`config.mk`:
```
export PLATFORM = sky130hd
export DESIGN_NAME = dual_gain_peak_auto_select_unit
export DESIGN_NICKNAME = d
export VERILOG_FILES = /design/src/design/dgp_pkg.sv /design/src/design/dgp_front.sv /design/src/design/dgp_fifo.sv /design/src/design/dgp_back.sv /design/src/design/dual_gain_peak_auto_select_unit.sv
export VERILOG_INCLUDE_DIRS = /design/src /design/src/design
export SDC_FILE = /design/constraint.sdc
export NUM_CORES = 2
export LEC_CHECK = 0
export BUFFER_PORTS_ARGS = -buffer_cell sky130_fd_sc_hd__buf_2
export CAP_MARGIN = 20
export CORE_MARGIN = 10
export CORE_UTILIZATION = 45
export CTS_BUF_LIST = sky130_fd_sc_hd__clkbuf_2
export DETAILED_ROUTE_END_ITERATION = 6
export PLACE_DENSITY = 0.62
export REMOVE_ABC_BUFFERS = 1
export SYNTH_ARGS = -nofsm -noshare
export SYNTH_HDL_FRONTEND = slang
export SYNTH_SLANG_ARGS = --single-unit
```
`constraint.sdc`:
```
create_clock -name clk -period 8.9 [get_ports clk]
set_input_delay 0 -clock clk [delete_from_list [all_inputs] [get_ports clk]]
set_output_delay 0 -clock clk [all_outputs]
set_load 0.005 [all_outputs]
```
`src/design/dual_gain_peak_auto_select_unit_macros.svh`:
```
// Assertion macros used by the back end of the dual-gain peak selection unit.
`ifndef DUAL_GAIN_PEAK_AUTO_SELECT_UNIT_MACROS_SVH
`define DUAL_GAIN_PEAK_AUTO_SELECT_UNIT_MACROS_SVH
`ifndef SYNTHESIS
`define DGP_ASSERT_NOW(label, ante, cons, msg) \
    label: assert property (@(posedge clk) disable iff (!rst_n) (ante) |-> (cons)) \
        else $error(msg);
`define DGP_ASSERT_NEXT(label, ante, cons, msg) \
    label: assert property (@(posedge clk) disable iff (!rst_n) (ante) |=> (cons)) \
        else $error(msg);
`else
`define DGP_ASSERT_NOW(label, ante, cons, msg)
`define DGP_ASSERT_NEXT(label, ante, cons, msg)
`endif
`endif

```
`src/design/dgp_pkg.sv`:
```
// Types and constants of the dual-gain peak selection unit.
`default_nettype none
package dgp_pkg;
    localparam int ADC_BITS    = 10;
    localparam int NUM_MODULES = 4;
    localparam int NUM_SLOTS   = 4;
    localparam int MOD_W       = 2;
    localparam int SLOPE_W     = 16;
    localparam int OFFSET_W    = 16;
    localparam int PROD_W      = SLOPE_W + ADC_BITS;
    localparam int ROUND_SHIFT = 4;
    localparam int ROUND_HALF  = 8;
    localparam int LOW_SHIFT   = 12;
    localparam int ENERGY_W    = 23;
    localparam int SUM_W       = 25;
    localparam int ACC_W       = 12;
    localparam int Q_W         = 3;
    localparam int ENERGY_MAX  = 4194303;
    localparam int SUM_MAX     = 16777215;
    localparam int SUM_MIN     = -16777216;
    localparam int ACC_MAX     = 4095;

    localparam logic [Q_W-1:0] FLAG_SAT = 3'h1;
    localparam logic [Q_W-1:0] FLAG_PLO = 3'h2;
    localparam logic [Q_W-1:0] FLAG_PHI = 3'h4;

    localparam int CFG_IDX_W  = 3;
    localparam int CFG_DATA_W = 64;
    localparam logic [CFG_IDX_W-1:0] CFG_SAT_A   = 3'd0;
    localparam logic [CFG_IDX_W-1:0] CFG_SAT_C   = 3'd1;
    localparam logic [CFG_IDX_W-1:0] CFG_SLOPE_A = 3'd2;
    localparam logic [CFG_IDX_W-1:0] CFG_SLOPE_C = 3'd3;
    localparam logic [CFG_IDX_W-1:0] CFG_OFF_A   = 3'd4;
    localparam logic [CFG_IDX_W-1:0] CFG_OFF_C   = 3'd5;
    localparam logic [CFG_IDX_W-1:0] CFG_PED_MIN = 3'd6;
    localparam logic [CFG_IDX_W-1:0] CFG_PED_MAX = 3'd7;
    localparam logic [ADC_BITS-1:0] PED_MIN_RESET = 10'd10;
    localparam logic [ADC_BITS-1:0] PED_MAX_RESET = 10'd160;

    localparam int QUEUE_DEPTH = 4;
    localparam int QPTR_W      = 2;
    localparam int QCNT_W      = 3;

    typedef struct packed {
        logic                side;
        logic [MOD_W-1:0]    module_req;
        logic [ADC_BITS-1:0] peak_low;
        logic [ADC_BITS-1:0] peak_high;
        logic [ADC_BITS-1:0] ped_high;
        logic                last_module;
    } meas_t;

    typedef struct packed {
        logic [NUM_SLOTS-1:0][ADC_BITS-1:0] sat_a;
        logic [NUM_SLOTS-1:0][ADC_BITS-1:0] sat_c;
        logic [NUM_SLOTS-1:0][SLOPE_W-1:0]  slope_a;
        logic [NUM_SLOTS-1:0][SLOPE_W-1:0]  slope_c;
        logic [NUM_SLOTS-1:0][OFFSET_W-1:0] off_a;
        logic [NUM_SLOTS-1:0][OFFSET_W-1:0] off_c;
        logic [ADC_BITS-1:0]                ped_min;
        logic [ADC_BITS-1:0]                ped_max;
    } cfg_t;
endpackage
`default_nettype wire

```
`src/design/dgp_front.sv`:
```
// Front end: pedestal capture and running maxima, one measurement per waveform.
`default_nettype none
module dgp_front (
    input  wire logic                         clk,
    input  wire logic                         rst_n,
    input  wire logic                         in_valid,
    input  wire logic                         in_ready,
    input  wire logic                         side,
    input  wire logic [dgp_pkg::MOD_W-1:0]    module_req,
    input  wire logic [dgp_pkg::ADC_BITS-1:0] sample_low,
    input  wire logic [dgp_pkg::ADC_BITS-1:0] sample_high,
    input  wire logic                         last_sample,
    input  wire logic                         last_module,
    output logic                              push,
    output dgp_pkg::meas_t                    push_data
);
    logic                         accept;
    logic                         expect_ped_reg, expect_ped_next;
    logic [dgp_pkg::ADC_BITS-1:0] ped_low_reg, ped_low_next;
    logic [dgp_pkg::ADC_BITS-1:0] ped_high_reg, ped_high_next;
    logic [dgp_pkg::ADC_BITS-1:0] max_low_reg, max_low_next;
    logic [dgp_pkg::ADC_BITS-1:0] max_high_reg, max_high_next;

    assign accept = in_valid && in_ready;

    always_comb
    begin
        if (expect_ped_reg)
        begin
            ped_low_next  = sample_low;
            ped_high_next = sample_high;
            max_low_next  = sample_low;
            max_high_next = sample_high;
        end
        else
        begin
            ped_low_next  = ped_low_reg;
            ped_high_next = ped_high_reg;
            max_low_next  = (sample_low > max_low_reg) ? sample_low : max_low_reg;
            max_high_next = (sample_high > max_high_reg) ? sample_high : max_high_reg;
        end
        expect_ped_next = last_sample;
    end

    always_ff @(posedge clk or negedge rst_n)
    begin
        if (!rst_n)
        begin
            expect_ped_reg <= 1'b1;
            ped_low_reg    <= '0;
            ped_high_reg   <= '0;
            max_low_reg    <= '0;
            max_high_reg   <= '0;
        end
        else if (accept)
        begin
            expect_ped_reg <= expect_ped_next;
            ped_low_reg    <= ped_low_next;
            ped_high_reg   <= ped_high_next;
            max_low_reg    <= max_low_next;
            max_high_reg   <= max_high_next;
        end
    end

    assign push                  = accept && last_sample;
    assign push_data.side        = side;
    assign push_data.module_req  = module_req;
    assign push_data.peak_low    = max_low_next - ped_low_next;
    assign push_data.peak_high   = max_high_next - ped_high_next;
    assign push_data.ped_high    = ped_high_next;
    assign push_data.last_module = last_module;
endmodule
`default_nettype wire

```
`src/design/dgp_fifo.sv`:
```
// Short register queue of measurements between the front and back ends.
`default_nettype none
module dgp_fifo (
    input  wire logic           clk,
    input  wire logic           rst_n,
    input  wire logic           push,
    input  wire dgp_pkg::meas_t push_data,
    input  wire logic           pop,
    output logic                full,
    output logic                head_valid,
    output dgp_pkg::meas_t      head_data
);
    dgp_pkg::meas_t             entries [dgp_pkg::QUEUE_DEPTH];
    logic [dgp_pkg::QPTR_W-1:0] wr_ptr_reg, rd_ptr_reg;
    logic [dgp_pkg::QCNT_W-1:0] count_reg, count_next;

    assign full       = (count_reg == dgp_pkg::QCNT_W'(dgp_pkg::QUEUE_DEPTH));
    assign head_valid = (count_reg != '0);
    assign head_data  = entries[rd_ptr_reg];

    always_comb
    begin
        count_next = count_reg;
        if (push && !pop)
        begin
            count_next = count_reg + 1'b1;
        end
        else if (pop && !push)
        begin
            count_next = count_reg - 1'b1;
        end
    end

    always_ff @(posedge clk or negedge rst_n)
    begin
        if (!rst_n)
        begin
            wr_ptr_reg <= '0;
            rd_ptr_reg <= '0;
            count_reg  <= '0;
        end
        else
        begin
            if (push)
            begin
                wr_ptr_reg <= wr_ptr_reg + 1'b1;
            end
            if (pop)
            begin
                rd_ptr_reg <= rd_ptr_reg + 1'b1;
            end
            count_reg <= count_next;
        end
    end

    always_ff @(posedge clk)
    begin
        if (push)
        begin
            entries[wr_ptr_reg] <= push_data;
        end
    end
endmodule
`default_nettype wire

```
`src/design/dgp_back.sv`:
```
// Back end: quality flags, gain conversion, energy clamp and running sums.
`default_nettype none
`include "dual_gain_peak_auto_select_unit_macros.svh"
module dgp_back (
    input  wire logic                         clk,
    input  wire logic                         rst_n,
    input  wire dgp_pkg::cfg_t                cfg,
    input  wire logic                         head_valid,
    input  wire dgp_pkg::meas_t               head_data,
    output logic                              pop,
    output logic                              out_valid,
    input  wire logic                         out_ready,
    output logic                              out_side,
    output logic [dgp_pkg::MOD_W-1:0]         out_module,
    output logic [dgp_pkg::ADC_BITS-1:0]      peak_low_gain,
    output logic [dgp_pkg::ADC_BITS-1:0]      peak_high_gain,
    output logic [dgp_pkg::Q_W-1:0]           quality,
    output logic signed [dgp_pkg::ENERGY_W-1:0] module_energy,
    output logic signed [dgp_pkg::SUM_W-1:0]  energy_sum,
    output logic [dgp_pkg::ACC_W-1:0]         low_gain_sum,
    output logic [dgp_pkg::ACC_W-1:0]         high_gain_sum,
    output logic                              event_last
);
    // Stage one: flags and product.
    logic [dgp_pkg::MOD_W-1:0]    slot;
    logic [dgp_pkg::ADC_BITS-1:0] limit;
    logic [dgp_pkg::SLOPE_W-1:0]  slope;
    logic [dgp_pkg::OFFSET_W-1:0] offset;
    logic [dgp_pkg::Q_W-1:0]      q_s0;
    logic [dgp_pkg::PROD_W-1:0]   prod_s0;

    logic                         s1_valid_reg;
    logic                         s1_side_reg, s1_last_reg;
    logic [dgp_pkg::MOD_W-1:0]    s1_mod_reg;
    logic [dgp_pkg::ADC_BITS-1:0] s1_plo_reg, s1_phi_reg;
    logic [dgp_pkg::Q_W-1:0]      s1_q_reg;
    logic [dgp_pkg::PROD_W-1:0]   s1_prod_reg;
    logic signed [dgp_pkg::OFFSET_W-1:0] s1_off_reg;

    // Stage two: selected and clamped energy.
    logic [dgp_pkg::PROD_W:0]             rounded;
    logic signed [dgp_pkg::ENERGY_W:0]    hg_energy;
    logic signed [dgp_pkg::ENERGY_W-1:0]  energy_s1;

    logic                         s2_valid_reg;
    logic                         s2_side_reg, s2_last_reg;
    logic [dgp_pkg::MOD_W-1:0]    s2_mod_reg;
    logic [dgp_pkg::ADC_BITS-1:0] s2_plo_reg, s2_phi_reg;
    logic [dgp_pkg::Q_W-1:0]      s2_q_reg;
    logic signed [dgp_pkg::ENERGY_W-1:0] s2_energy_reg;

    // Output stage and event sums.
    logic signed [dgp_pkg::SUM_W:0]   esum_raw;
    logic signed [dgp_pkg::SUM_W-1:0] esum_next;
    logic [dgp_pkg::ACC_W:0]          lsum_raw, hsum_raw;
    logic [dgp_pkg::ACC_W-1:0]        lsum_next, hsum_next;
    logic signed [dgp_pkg::SUM_W-1:0] energy_acc_reg, energy_acc_next;
    logic [dgp_pkg::ACC_W-1:0]        low_acc_reg, low_acc_next;
    logic [dgp_pkg::ACC_W-1:0]        high_acc_reg, high_acc_next;

    logic out_valid_reg;
    logic out_load, s2_en, s1_en;

    assign out_load = s2_valid_reg && (!out_valid_reg || out_ready);
    assign s2_en    = !s2_valid_reg || out_load;
    assign s1_en    = !s1_valid_reg || s2_en;
    assign pop      = head_valid && s1_en;

    always_comb
    begin
        if (head_data.module_req >= dgp_pkg::MOD_W'(dgp_pkg::NUM_MODULES - 1))
        begin
            slot = dgp_pkg::MOD_W'(dgp_pkg::NUM_MODULES - 1);
        end
        else
        begin
            slot = head_data.module_req;
        end
        limit  = head_data.side ? cfg.sat_c[slot]   : cfg.sat_a[slot];
        slope  = head_data.side ? cfg.slope_c[slot] : cfg.slope_a[slot];
        offset = head_data.side ? cfg.off_c[slot]   : cfg.off_a[slot];
        q_s0   = '0;
        if (head_data.peak_high > limit)
        begin
            q_s0 = q_s0 | dgp_pkg::FLAG_SAT;
        end
        if (head_data.ped_high < cfg.ped_min)
        begin
            q_s0 = q_s0 | dgp_pkg::FLAG_PLO;
        end
        if (head_data.ped_high > cfg.ped_max)
        begin
            q_s0 = q_s0 | dgp_pkg::FLAG_PHI;
        end
        prod_s0 = dgp_pkg::PROD_W'(slope) * dgp_pkg::PROD_W'(head_data.peak_high);
    end

    always_comb
    begin
        rounded   = (dgp_pkg::PROD_W + 1)'(s1_prod_reg)
                    + (dgp_pkg::PROD_W + 1)'(dgp_pkg::ROUND_HALF);
        hg_energy = $signed({1'b0, rounded[dgp_pkg::ROUND_SHIFT +: dgp_pkg::ENERGY_W]})
                    + (dgp_pkg::ENERGY_W + 1)'(s1_off_reg);
        if (s1_q_reg != '0)
        begin
            energy_s1 = $signed(dgp_pkg::ENERGY_W'({s1_plo_reg, {dgp_pkg::LOW_SHIFT{1'b0}}}));
        end
        else if (hg_energy > (dgp_pkg::ENERGY_W + 1)'(dgp_pkg::ENERGY_MAX))
        begin
            energy_s1 = dgp_pkg::ENERGY_W'(dgp_pkg::ENERGY_MAX);
        end
        else
        begin
            energy_s1 = hg_energy[dgp_pkg::ENERGY_W-1:0];
        end
    end

    always_comb
    begin
        esum_raw = (dgp_pkg::SUM_W + 1)'(energy_acc_reg)
                   + (dgp_pkg::SUM_W + 1)'(s2_energy_reg);
        if (esum_raw > (dgp_pkg::SUM_W + 1)'(dgp_pkg::SUM_MAX))
        begin
            esum_next = dgp_pkg::SUM_W'(dgp_pkg::SUM_MAX);
        end
        else if (esum_raw < (dgp_pkg::SUM_W + 1)'(dgp_pkg::SUM_MIN))
        begin
            esum_next = dgp_pkg::SUM_W'(dgp_pkg::SUM_MIN);
        end
        else
        begin
            esum_next = esum_raw[dgp_pkg::SUM_W-1:0];
        end
        lsum_raw  = (dgp_pkg::ACC_W + 1)'(low_acc_reg) + (dgp_pkg::ACC_W + 1)'(s2_plo_reg);
        hsum_raw  = (dgp_pkg::ACC_W + 1)'(high_acc_reg) + (dgp_pkg::ACC_W + 1)'(s2_phi_reg);
        lsum_next = lsum_raw[dgp_pkg::ACC_W] ? dgp_pkg::ACC_W'(dgp_pkg::ACC_MAX)
                                             : lsum_raw[dgp_pkg::ACC_W-1:0];
        hsum_next = hsum_raw[dgp_pkg::ACC_W] ? dgp_pkg::ACC_W'(dgp_pkg::ACC_MAX)
                                             : hsum_raw[dgp_pkg::ACC_W-1:0];
        if (s2_last_reg)
        begin
            energy_acc_next = '0;
            low_acc_next    = '0;
            high_acc_next   = '0;
        end
        else
        begin
            energy_acc_next = esum_next;
            low_acc_next    = lsum_next;
            high_acc_next   = hsum_next;
        end
    end

    always_ff @(posedge clk or negedge rst_n)
    begin
        if (!rst_n)
        begin
            s1_valid_reg   <= 1'b0;
            s2_valid_reg   <= 1'b0;
            out_valid_reg  <= 1'b0;
            energy_acc_reg <= '0;
            low_acc_reg    <= '0;
            high_acc_reg   <= '0;
        end
        else
        begin
            if (s1_en)
            begin
                s1_valid_reg <= head_valid;
            end
            if (s2_en)
            begin
                s2_valid_reg <= s1_valid_reg;
            end
            if (out_load)
            begin
                out_valid_reg  <= 1'b1;
                energy_acc_reg <= energy_acc_next;
                low_acc_reg    <= low_acc_next;
                high_acc_reg   <= high_acc_next;
            end
            else if (out_ready)
            begin
                out_valid_reg <= 1'b0;
            end
        end
    end

    always_ff @(posedge clk)
    begin
        if (pop)
        begin
            s1_side_reg <= head_data.side;
            s1_mod_reg  <= head_data.module_req;
            s1_plo_reg  <= head_data.peak_low;
            s1_phi_reg  <= head_data.peak_high;
            s1_q_reg    <= q_s0;
            s1_prod_reg <= prod_s0;
            s1_off_reg  <= $signed(offset);
            s1_last_reg <= head_data.last_module;
        end
        if (s2_en && s1_valid_reg)
        begin
            s2_side_reg   <= s1_side_reg;
            s2_mod_reg    <= s1_mod_reg;
            s2_plo_reg    <= s1_plo_reg;
            s2_phi_reg    <= s1_phi_reg;
            s2_q_reg      <= s1_q_reg;
            s2_energy_reg <= energy_s1;
            s2_last_reg   <= s1_last_reg;
        end
        if (out_load)
        begin
            out_side       <= s2_side_reg;
            out_module     <= s2_mod_reg;
            peak_low_gain  <= s2_plo_reg;
            peak_high_gain <= s2_phi_reg;
            quality        <= s2_q_reg;
            module_energy  <= s2_energy_reg;
            energy_sum     <= esum_next;
            low_gain_sum   <= lsum_next;
            high_gain_sum  <= hsum_next;
            event_last     <= s2_last_reg;
        end
    end

    assign out_valid = out_valid_reg;

    function automatic logic [dgp_pkg::ACC_W-1:0] ACC_W_EXT(
        input logic [dgp_pkg::ADC_BITS-1:0] v
    );
        return dgp_pkg::ACC_W'(v);
    endfunction

    `DGP_ASSERT_NEXT(a_sums_cleared, out_load && s2_last_reg,
        energy_acc_reg == '0 && low_acc_reg == '0 && high_acc_reg == '0,
        "event sums not cleared after the last module")
    `DGP_ASSERT_NOW(a_sums_cover_peaks, out_valid_reg,
        low_gain_sum >= ACC_W_EXT(peak_low_gain) && high_gain_sum >= ACC_W_EXT(peak_high_gain),
        "running sum below the peak it includes")
    `DGP_ASSERT_NOW(a_low_path_positive, out_valid_reg && quality != '0,
        !module_energy[dgp_pkg::ENERGY_W-1],
        "low-gain energy negative")
endmodule
`default_nettype wire

```
`src/design/dual_gain_peak_auto_select_unit.sv`:
```
// A tlast word's measurement passes the queue, s1, s2 and output registers to m_tdata.
// Unstalled: one sample word per cycle in; the back pipeline retires one result per cycle.
// The four-entry queue between front and back absorbs output stalls before s_tready drops.
// Reset: rst_n is asynchronous and active low; it empties the queue and pipeline, clears the
// event sums and restores the configuration registers to their reset values.
`default_nettype none
module dual_gain_peak_auto_select_unit (
    input  wire logic                             clk,
    input  wire logic                             rst_n,
    input  wire logic                             cfg_wen,
    input  wire logic [dgp_pkg::CFG_IDX_W-1:0]    cfg_index,
    input  wire logic [dgp_pkg::CFG_DATA_W-1:0]   cfg_data,
    input  wire logic                             s_tvalid,
    output logic                                  s_tready,
    // module_req[1:0], sample_low_gain[11:2], sample_high_gain[21:12], zero fill
    input  wire logic [23:0]                      s_tdata,
    // side[0], last_module[1]
    input  wire logic [1:0]                       s_tuser,
    input  wire logic                             s_tlast,
    output logic                                  m_tvalid,
    input  wire logic                             m_tready,
    // out_module[1:0], peak_low_gain[11:2], peak_high_gain[21:12], quality[24:22],
    // module_energy[47:25], energy_sum[72:48], low_gain_sum[84:73],
    // high_gain_sum[96:85], zero fill
    output logic [103:0]                          m_tdata,
    // out_side[0]
    output logic                                  m_tuser,
    output logic                                  m_tlast
);
    dgp_pkg::cfg_t  cfg_reg;
    dgp_pkg::meas_t push_data, head_data;
    logic           push, pop, full, head_valid;

    logic [dgp_pkg::MOD_W-1:0]           out_module;
    logic [dgp_pkg::ADC_BITS-1:0]        peak_low_gain, peak_high_gain;
    logic [dgp_pkg::Q_W-1:0]             quality;
    logic signed [dgp_pkg::ENERGY_W-1:0] module_energy;
    logic signed [dgp_pkg::SUM_W-1:0]    energy_sum;
    logic [dgp_pkg::ACC_W-1:0]           low_gain_sum, high_gain_sum;

    always_ff @(posedge clk or negedge rst_n)
    begin
        if (!rst_n)
        begin
            cfg_reg.sat_a   <= '0;
            cfg_reg.sat_c   <= '0;
            cfg_reg.slope_a <= '0;
            cfg_reg.slope_c <= '0;
            cfg_reg.off_a   <= '0;
            cfg_reg.off_c   <= '0;
            cfg_reg.ped_min <= dgp_pkg::PED_MIN_RESET;
            cfg_reg.ped_max <= dgp_pkg::PED_MAX_RESET;
        end
        else if (cfg_wen)
        begin
            unique case (cfg_index)
                dgp_pkg::CFG_SAT_A:   cfg_reg.sat_a   <= cfg_data[39:0];
                dgp_pkg::CFG_SAT_C:   cfg_reg.sat_c   <= cfg_data[39:0];
                dgp_pkg::CFG_SLOPE_A: cfg_reg.slope_a <= cfg_data;
                dgp_pkg::CFG_SLOPE_C: cfg_reg.slope_c <= cfg_data;
                dgp_pkg::CFG_OFF_A:   cfg_reg.off_a   <= cfg_data;
                dgp_pkg::CFG_OFF_C:   cfg_reg.off_c   <= cfg_data;
                dgp_pkg::CFG_PED_MIN: cfg_reg.ped_min <= cfg_data[dgp_pkg::ADC_BITS-1:0];
                dgp_pkg::CFG_PED_MAX: cfg_reg.ped_max <= cfg_data[dgp_pkg::ADC_BITS-1:0];
            endcase
        end
    end

    assign s_tready = !full;

    dgp_front u_front (
        .clk         (clk),
        .rst_n       (rst_n),
        .in_valid    (s_tvalid),
        .in_ready    (s_tready),
        .side        (s_tuser[0]),
        .module_req  (s_tdata[1:0]),
        .sample_low  (s_tdata[11:2]),
        .sample_high (s_tdata[21:12]),
        .last_sample (s_tlast),
        .last_module (s_tuser[1]),
        .push        (push),
        .push_data   (push_data)
    );

    dgp_fifo u_fifo (
        .clk        (clk),
        .rst_n      (rst_n),
        .push       (push),
        .push_data  (push_data),
        .pop        (pop),
        .full       (full),
        .head_valid (head_valid),
        .head_data  (head_data)
    );

    dgp_back u_back (
        .clk            (clk),
        .rst_n          (rst_n),
        .cfg            (cfg_reg),
        .head_valid     (head_valid),
        .head_data      (head_data),
        .pop            (pop),
        .out_valid      (m_tvalid),
        .out_ready      (m_tready),
        .out_side       (m_tuser),
        .out_module     (out_module),
        .peak_low_gain  (peak_low_gain),
        .peak_high_gain (peak_high_gain),
        .quality        (quality),
        .module_energy  (module_energy),
        .energy_sum     (energy_sum),
        .low_gain_sum   (low_gain_sum),
        .high_gain_sum  (high_gain_sum),
        .event_last     (m_tlast)
    );

    assign m_tdata = {7'b0, high_gain_sum, low_gain_sum, energy_sum, module_energy,
                      quality, peak_high_gain, peak_low_gain, out_module};
endmodule
`default_nettype wire
```
Word level (Yosys, flattened, before mapping):

Memory sizes are Yosys's and may differ from the RTL's.
Cells that the tools add are included.

* divide/modulo/power cells: 0
* shift-type cells: 0
* equal/unequal tests: 8
* $mul: 1
* reductions and logical operators: 30
* magnitude comparators: 10
* bitwise operators: 0
* add/subtract/negate cells: 11
* mux-type cells: 39

Operator list (number)
* 16-bit binary-select mux with 2-bit select: 4
* 16-bit 2-to-1 mux: 6
* 10-bit 2-to-1 mux: 9
* 25-bit 2-to-1 mux: 3
* 12-bit 2-to-1 mux: 4
* 22-bit 2-to-1 mux: 2
* 10-bit binary-select mux with 2-bit select: 2
* 10-bit > comparator: 4
* 26-bit by 4-bit adder with 27-bit output, second input constant: 1
* 12-bit by 10-bit adder with 13-bit output: 2
* 25-bit by 23-bit adder with 26-bit output: 1
* 26-bit by 25-bit > comparator with 1-bit output, second input constant: 1
* 26-bit by 25-bit < comparator with 1-bit output, second input constant: 1
* 16-bit by 10-bit multiplier with 26-bit output: 1
* 24-bit by 16-bit adder with 24-bit output: 1
* 24-bit by 23-bit > comparator with 1-bit output, second input constant: 1
* 10-bit subtractor: 2
* 2-bit AND reduction: 8
* 3-bit equality test, second input constant: 5
* 10-bit < comparator: 1
* 1-bit logical AND: 7
* 3-bit by 2-bit equality test with 1-bit output, second input constant: 2
* 1-bit zero test: 6
* 3-bit 2-to-1 mux: 2
* 13 further kinds: 23

* bits in writable memories: 136
* latch bits: 0
* memories: 1
* word-level logic and storage cells: 168
* memory bits (read-only): 0
* register bits after elaboration: 674
* output and inout bits: 108

Memories
* u_fifo.entries: words 4, bits a word 34, read ports 1, clocked after memory_dff 0, wr ports 1, RTL line dgp_fifo.sv:13 `dgp_pkg::meas_t entries [dgp_pkg::QUEUE_DEPTH];`

Longest topological paths before layout:

* depth in word-level cells: 9
* gate-level depth with buffers: 27
* mapped depth without buffers: 25

Hierarchy:

A second synthesis with hierarchy kept.

* cells, all modules: 3129
* area total of the unflattened synthesis: 43943.4 um^2

By module, submodules not included
* dgp_back: area each 20772.4 um^2, times used 1, cells an instance 1795
* dual_gain_peak_auto_select_unit: area each 14506.4 um^2, times used 1, cells an instance 768
* dgp_fifo: area each 5355.1 um^2, times used 1, cells an instance 212
* dgp_front: area each 3309.4 um^2, times used 1, cells an instance 354

Worst setup path after synthesis:

OpenSTA, ideal clock, no wires.

* kind: register to register
* start point: reg u_fifo.rd_ptr_reg[0] (netlist bit)
* end point: reg u_back.s1_prod_reg[19] (netlist bit), data pin
* library setup time: 0.272 ns
* path slack: 1.318 ns
* stages on the path, launching flop included: 24
* required time: 8.628 ns
* arrival: 7.310 ns
* cell sequence: dfrtp_1 -> buf_6 -> mux4_2 -> buf_2 -> buf_1 -> mux4_2 -> mux2i_1 -> nand2b_1 -> fa_1 -> inv_1 -> fa_1 -> fa_1 -> fa_1 -> inv_1 -> fa_1 -> inv_1 -> ha_1 -> a21o_1 -> a21o_1 -> a21o_1 -> and3_1 -> a21o_4 -> and4b_1 -> or4_1

* cells in the longest elaborated chain, start to end: 7
* elaborated cells on any way between the ends: 9

RTL lines
* start: declaration: RTL line dgp_fifo.sv:14 `logic [dgp_pkg::QPTR_W-1:0] wr_ptr_reg, rd_ptr_reg;`
* start signal: assignment: RTL line dgp_fifo.sv:50 `rd_ptr_reg <= rd_ptr_reg + 1'b1;`
* memory read 4 x 34 bit (*)
* 2-bit >= comparator: RTL line dgp_back.sv:71 `if (head_data.module_req >= dgp_pkg::MOD_W'(dgp_pkg::NUM_MODULES - 1))`
* 2-bit 2-to-1 mux: RTL line dgp_back.sv:71
* 16-bit binary-select mux with 2-bit select: RTL line dgp_back.sv:80 `slope = head_data.side ? cfg.slope_c[slot] : cfg.slope_a[slot];`
* 16-bit 2-to-1 mux (implied by the code): RTL line dgp_back.sv:80
* 16-bit 2-to-1 mux: RTL line dgp_back.sv:80
* 16-bit by 10-bit multiplier with 26-bit output (*): RTL line dgp_back.sv:95 `prod_s0 = dgp_pkg::PROD_W'(slope) * dgp_pkg::PROD_W'(head_data.peak_high);`
* named net u_back.prod_s0, one bit: RTL line dgp_back.sv:30 `logic [dgp_pkg::PROD_W-1:0] prod_s0;`
* end signal: assignment: RTL line dgp_back.sv:198 `s1_prod_reg <= prod_s0;`
* end: declaration: RTL line dgp_back.sv:37 `logic [dgp_pkg::PROD_W-1:0] s1_prod_reg;`

Mark *: on every way through the listed nets, which the timed path passes. The rest lies on a longest branch. The select of a mux whose other input is x is not followed.
A chain may end at the register's enable or synchronous reset.

Worst setup path after layout:

Ends and elaborated chain as after synthesis.

==> flow_metrics.py <==
metrics = {
    "status": {
        "status": "complete, no violations",
    },
    "timing": {
        "layout_min_cycle_time_ns": 7.88,
        "max_freq_mhz": 127,
        "rsz0062_at_grt": "no",
        "worst_pin_slew_ns": 1.07,
        "max_slew_margin_pct": 26.8,
        "setup_violations": 0,
        "finalSetupTns_ns": 0,
        "clock_skew_ns": 0.0699,
        "slew_violations": 0,
        "hold_viol": 0,
        "timing.final.crit_share_pct": 88.5,
    },
    "routing": {
        "drt-pass1-iter-count": 5,
        "ant_nets": 0,
        "drc": 0,
        "viasPerCell": 5.17,
        "drt_wl_total_um": 99800,
        "wire_per_inst_um": 19.0,
        "vias": 27200,
        "first_iter_violations": 1701,
    },
    "synth": {
        "synth_seq_cells": 807,
        "synth-async-reset-ratio_pct": 56.5,
        "synth_edf_count": 351,
        "synth_cell_types": 77,
        "yosys_warnings": 0,
        "synth-main-ff-cell": "dfrtp_1",
        "syn-instance-count": 3157,
        "ys_seq_area_share_pct": 51.9,
        "syn_area_per_cell_um2": 13.4,
        "syn_area_um2": 42300,
    },
    "clocking": {
        "tritoncts.num_buffers": 202,
        "cts_tree": "yes",
        "root_buffer": "clkbuf_2",
        "clockBufferDepth": 3,
        "holdBufCountCts": 343,
        "clock-sinks": 807,
        "cts_max_level": 4,
        "cts_resized": 0,
        "post_cts_buffers": 0,
        "cts.clk_slew.worst_paths_ns": 0.09,
        "clock_latency_ns": 1.45,
    },
    "final_layout": {
        "largest_reg_flops": 356,
        "final_nets": 4252,
        "drive_gt1_share_pct": 28.7,
        "fillCellCount": 8041,
        "area_delta_synth_final_pct": 18.8,
    },
    "grt": {
        "antenna_found_initial": 7,
        "track_usage_pct": 18.9,
        "grt_pass1_vias": 28900,
        "grt_pass1_wl_um": 161000,
        "grt_overflow": 0,
        "grt_max_degree": 188,
    },
    "critical_path": {
        "r2r_slack_ns": 1.02,
        "path_class": "flip-flop to flip-flop",
        "path_max_fanout": 28,
        "critPathRequiredTime_ns": 10.03,
        "rr_worst_depth": 20,
        "crit_path_end_kind": "flip-flop",
        "r2r_end": "u_back.s1_prod_reg[19]$_DFFE_PP_",
        "worstSetupStartpointType": "flip-flop",
        "r2r_start": "u_fifo.rd_ptr_reg[0]$_DFFE_PN0P_",
        "arrival_ns": 9.01,
    },
    "floorplanning": {
        "rows": 112,
        "coreArea_um2": 93300,
        "initial_core_util_pct": 45.3,
        "boundaryPins": 207,
        "fp.dieW_um": 326,
        "die_area_um2": 107000,
        "fp.dieH_um": 326,
    },
    "run": {
        "drv_cap": 0,
    },
    "hold_path": {
        "hold_start": "cfg_data[34]",
        "whs_endpoint": "cfg_reg[182]$_DFFE_PN0P_",
        "worstHoldPathType": "input pin to flip-flop",
        "hold_depth": 4,
    },
    "place": {
        "dp_hpwl_um": 67300,
        "port_buffers": 197,
        "globalplace.congestion": 0.873,
    },
}
[logic make-up (layout without fill, tap and decap cells)]
group                      Yosys count  in the layout  synth area share, %
xor gates and xnor gates           108            108                 2.24
muxes                              573            573                 17.9
and+or+nand+nor                    561            561                 6.46
DFF                                807            807                 51.9
other                                1             15              0.00887
buffers and inverters              340           1177                 3.13
AOI/OAI and AO/OA                  450            450                 6.83
adders and majority gates          317            317                 11.5
[worst max-delay path: stages (launching register included)]
cell,delay [ns]
dfrtp_2,0.41
mux4_4,0.98
mux4_2,0.56
mux2i_1,0.78
buf_4,0.27
nor2_1,0.06
fa_1,0.43
fa_1,0.51
fa_1,0.40
fa_1,0.51
inv_1,0.05
fa_1,0.53
inv_1,0.04
ha_1,0.34
a21o_1,0.22
a21o_1,0.18
a21o_1,0.19
and3_1,0.20
a21o_4,0.19
and4b_1,0.17
or4_1,0.49
[worst max path at each step]
| stage | slack (ns) | startpoint | end | cells after the start |
|---|---|---|---|---|
| global route | 0.67 | u_fifo.rd_ptr_reg[0]$_DFFE_PN0P_ | u_back.s1_prod_reg[25]$_DFFE_PP_ | 22 |
| detailed placement | 1.10 | u_fifo.rd_ptr_reg[0]$_DFFE_PN0P_ | u_back.s1_prod_reg[25]$_DFFE_PP_ | 22 |
| finish | 1.02 | u_fifo.rd_ptr_reg[0]$_DFFE_PN0P_ | u_back.s1_prod_reg[19]$_DFFE_PP_ | 20 |
| floorplan | -0.73 | u_fifo.rd_ptr_reg[0]$_DFFE_PN0P_ | u_back.s1_prod_reg[19]$_DFFE_PP_ | 19 |
| global placement | 1.11 | u_fifo.rd_ptr_reg[0]$_DFFE_PN0P_ | u_back.s1_prod_reg[19]$_DFFE_PP_ | 22 |
| CTS | 1.08 | u_fifo.rd_ptr_reg[0]$_DFFE_PN0P_ | u_back.s1_prod_reg[25]$_DFFE_PP_ | 22 |
[Yosys cell counts, drive strengths merged (79+ instances only)]
master    n  area [um^2]
a21oi   120          604
ha      200         2500
nand2b   79          494
dfrtp   451        11300
nand2   133          499
mux2    402         4530
nor2    184          691
o21ai   129          649
edfxtp  351        10500
inv     214          803
clkbuf   90          338
mux4    107         2410
fa      117         2340
[through the flow]
step / std cells / setup slack (ns) / instance area, um^2 / util (%) / hold WS [ns]
after CTS: 5253 / 1.08 / 50200 / 53.8 / 0.00746
after floorplan: 3037 / -0.728 / 41800 / - / -0.296
final: 5262 / 1.02 / 50200 / 53.8 / 0.161
after global placement: 4542 / 1.11 / 44900 / 48.1 / 0.113
after detailed placement: 4542 / 1.10 / 44900 / 48.1 / 0.114
after global routing: 5260 / 0.667 / 50200 / 53.8 / 0.106
[cell type report]
cell class	count	area [um^2]	area share, %
flip-flops and latches	807	22000	43.7
multi-input cells	2016	19100	38.0
repair buffers	595	4940	9.83
well taps	1254	1570	3.12
clock buffers	305	1530	3.04
inverters	214	806	1.60
clock inverters	63	329	0.655
diodes	8	20.0	0.0399
[metal layers]
layer / wire (um) / track usage [%] / vias up
li1: - / - / 12900
met3: 4480 / 3.64 / 170
met1: 45500 / 24.8 / 13600
met2: 47300 / 31.0 / 562
met5: 39 / 0 / -
met4: 2420 / 6.58 / 6
[cell usage in the layout (no fill, tap or decap), types with 13 or more instances in the layout]
cell	instances
nand2_1	133
nor3_1	13
buf_2	196
mux2i_1	64
buf_4	49
fa_1	117
edfxtp_1	351
nand3_1	29
o21bai_1	15
dfrtp_1	449
xor2_1	39
o21a_1	24
inv_1	213
o21ai_0	120
clkbuf_2	305
a21o_1	59
xnor2_1	69
nor2_1	183
nand4_1	20
a22o_1	26
dlygate4sd3_1	341
or2_2	28
mux4_2	105
ha_1	200
a21oi_1	118
clkinv_1	46
nand2b_1	79
nor2b_1	23
mux2_2	402
a31oi_1	15
Power is not shown: default switching activity piles up to over one toggle a cycle in this logic, so the estimate is an artifact.
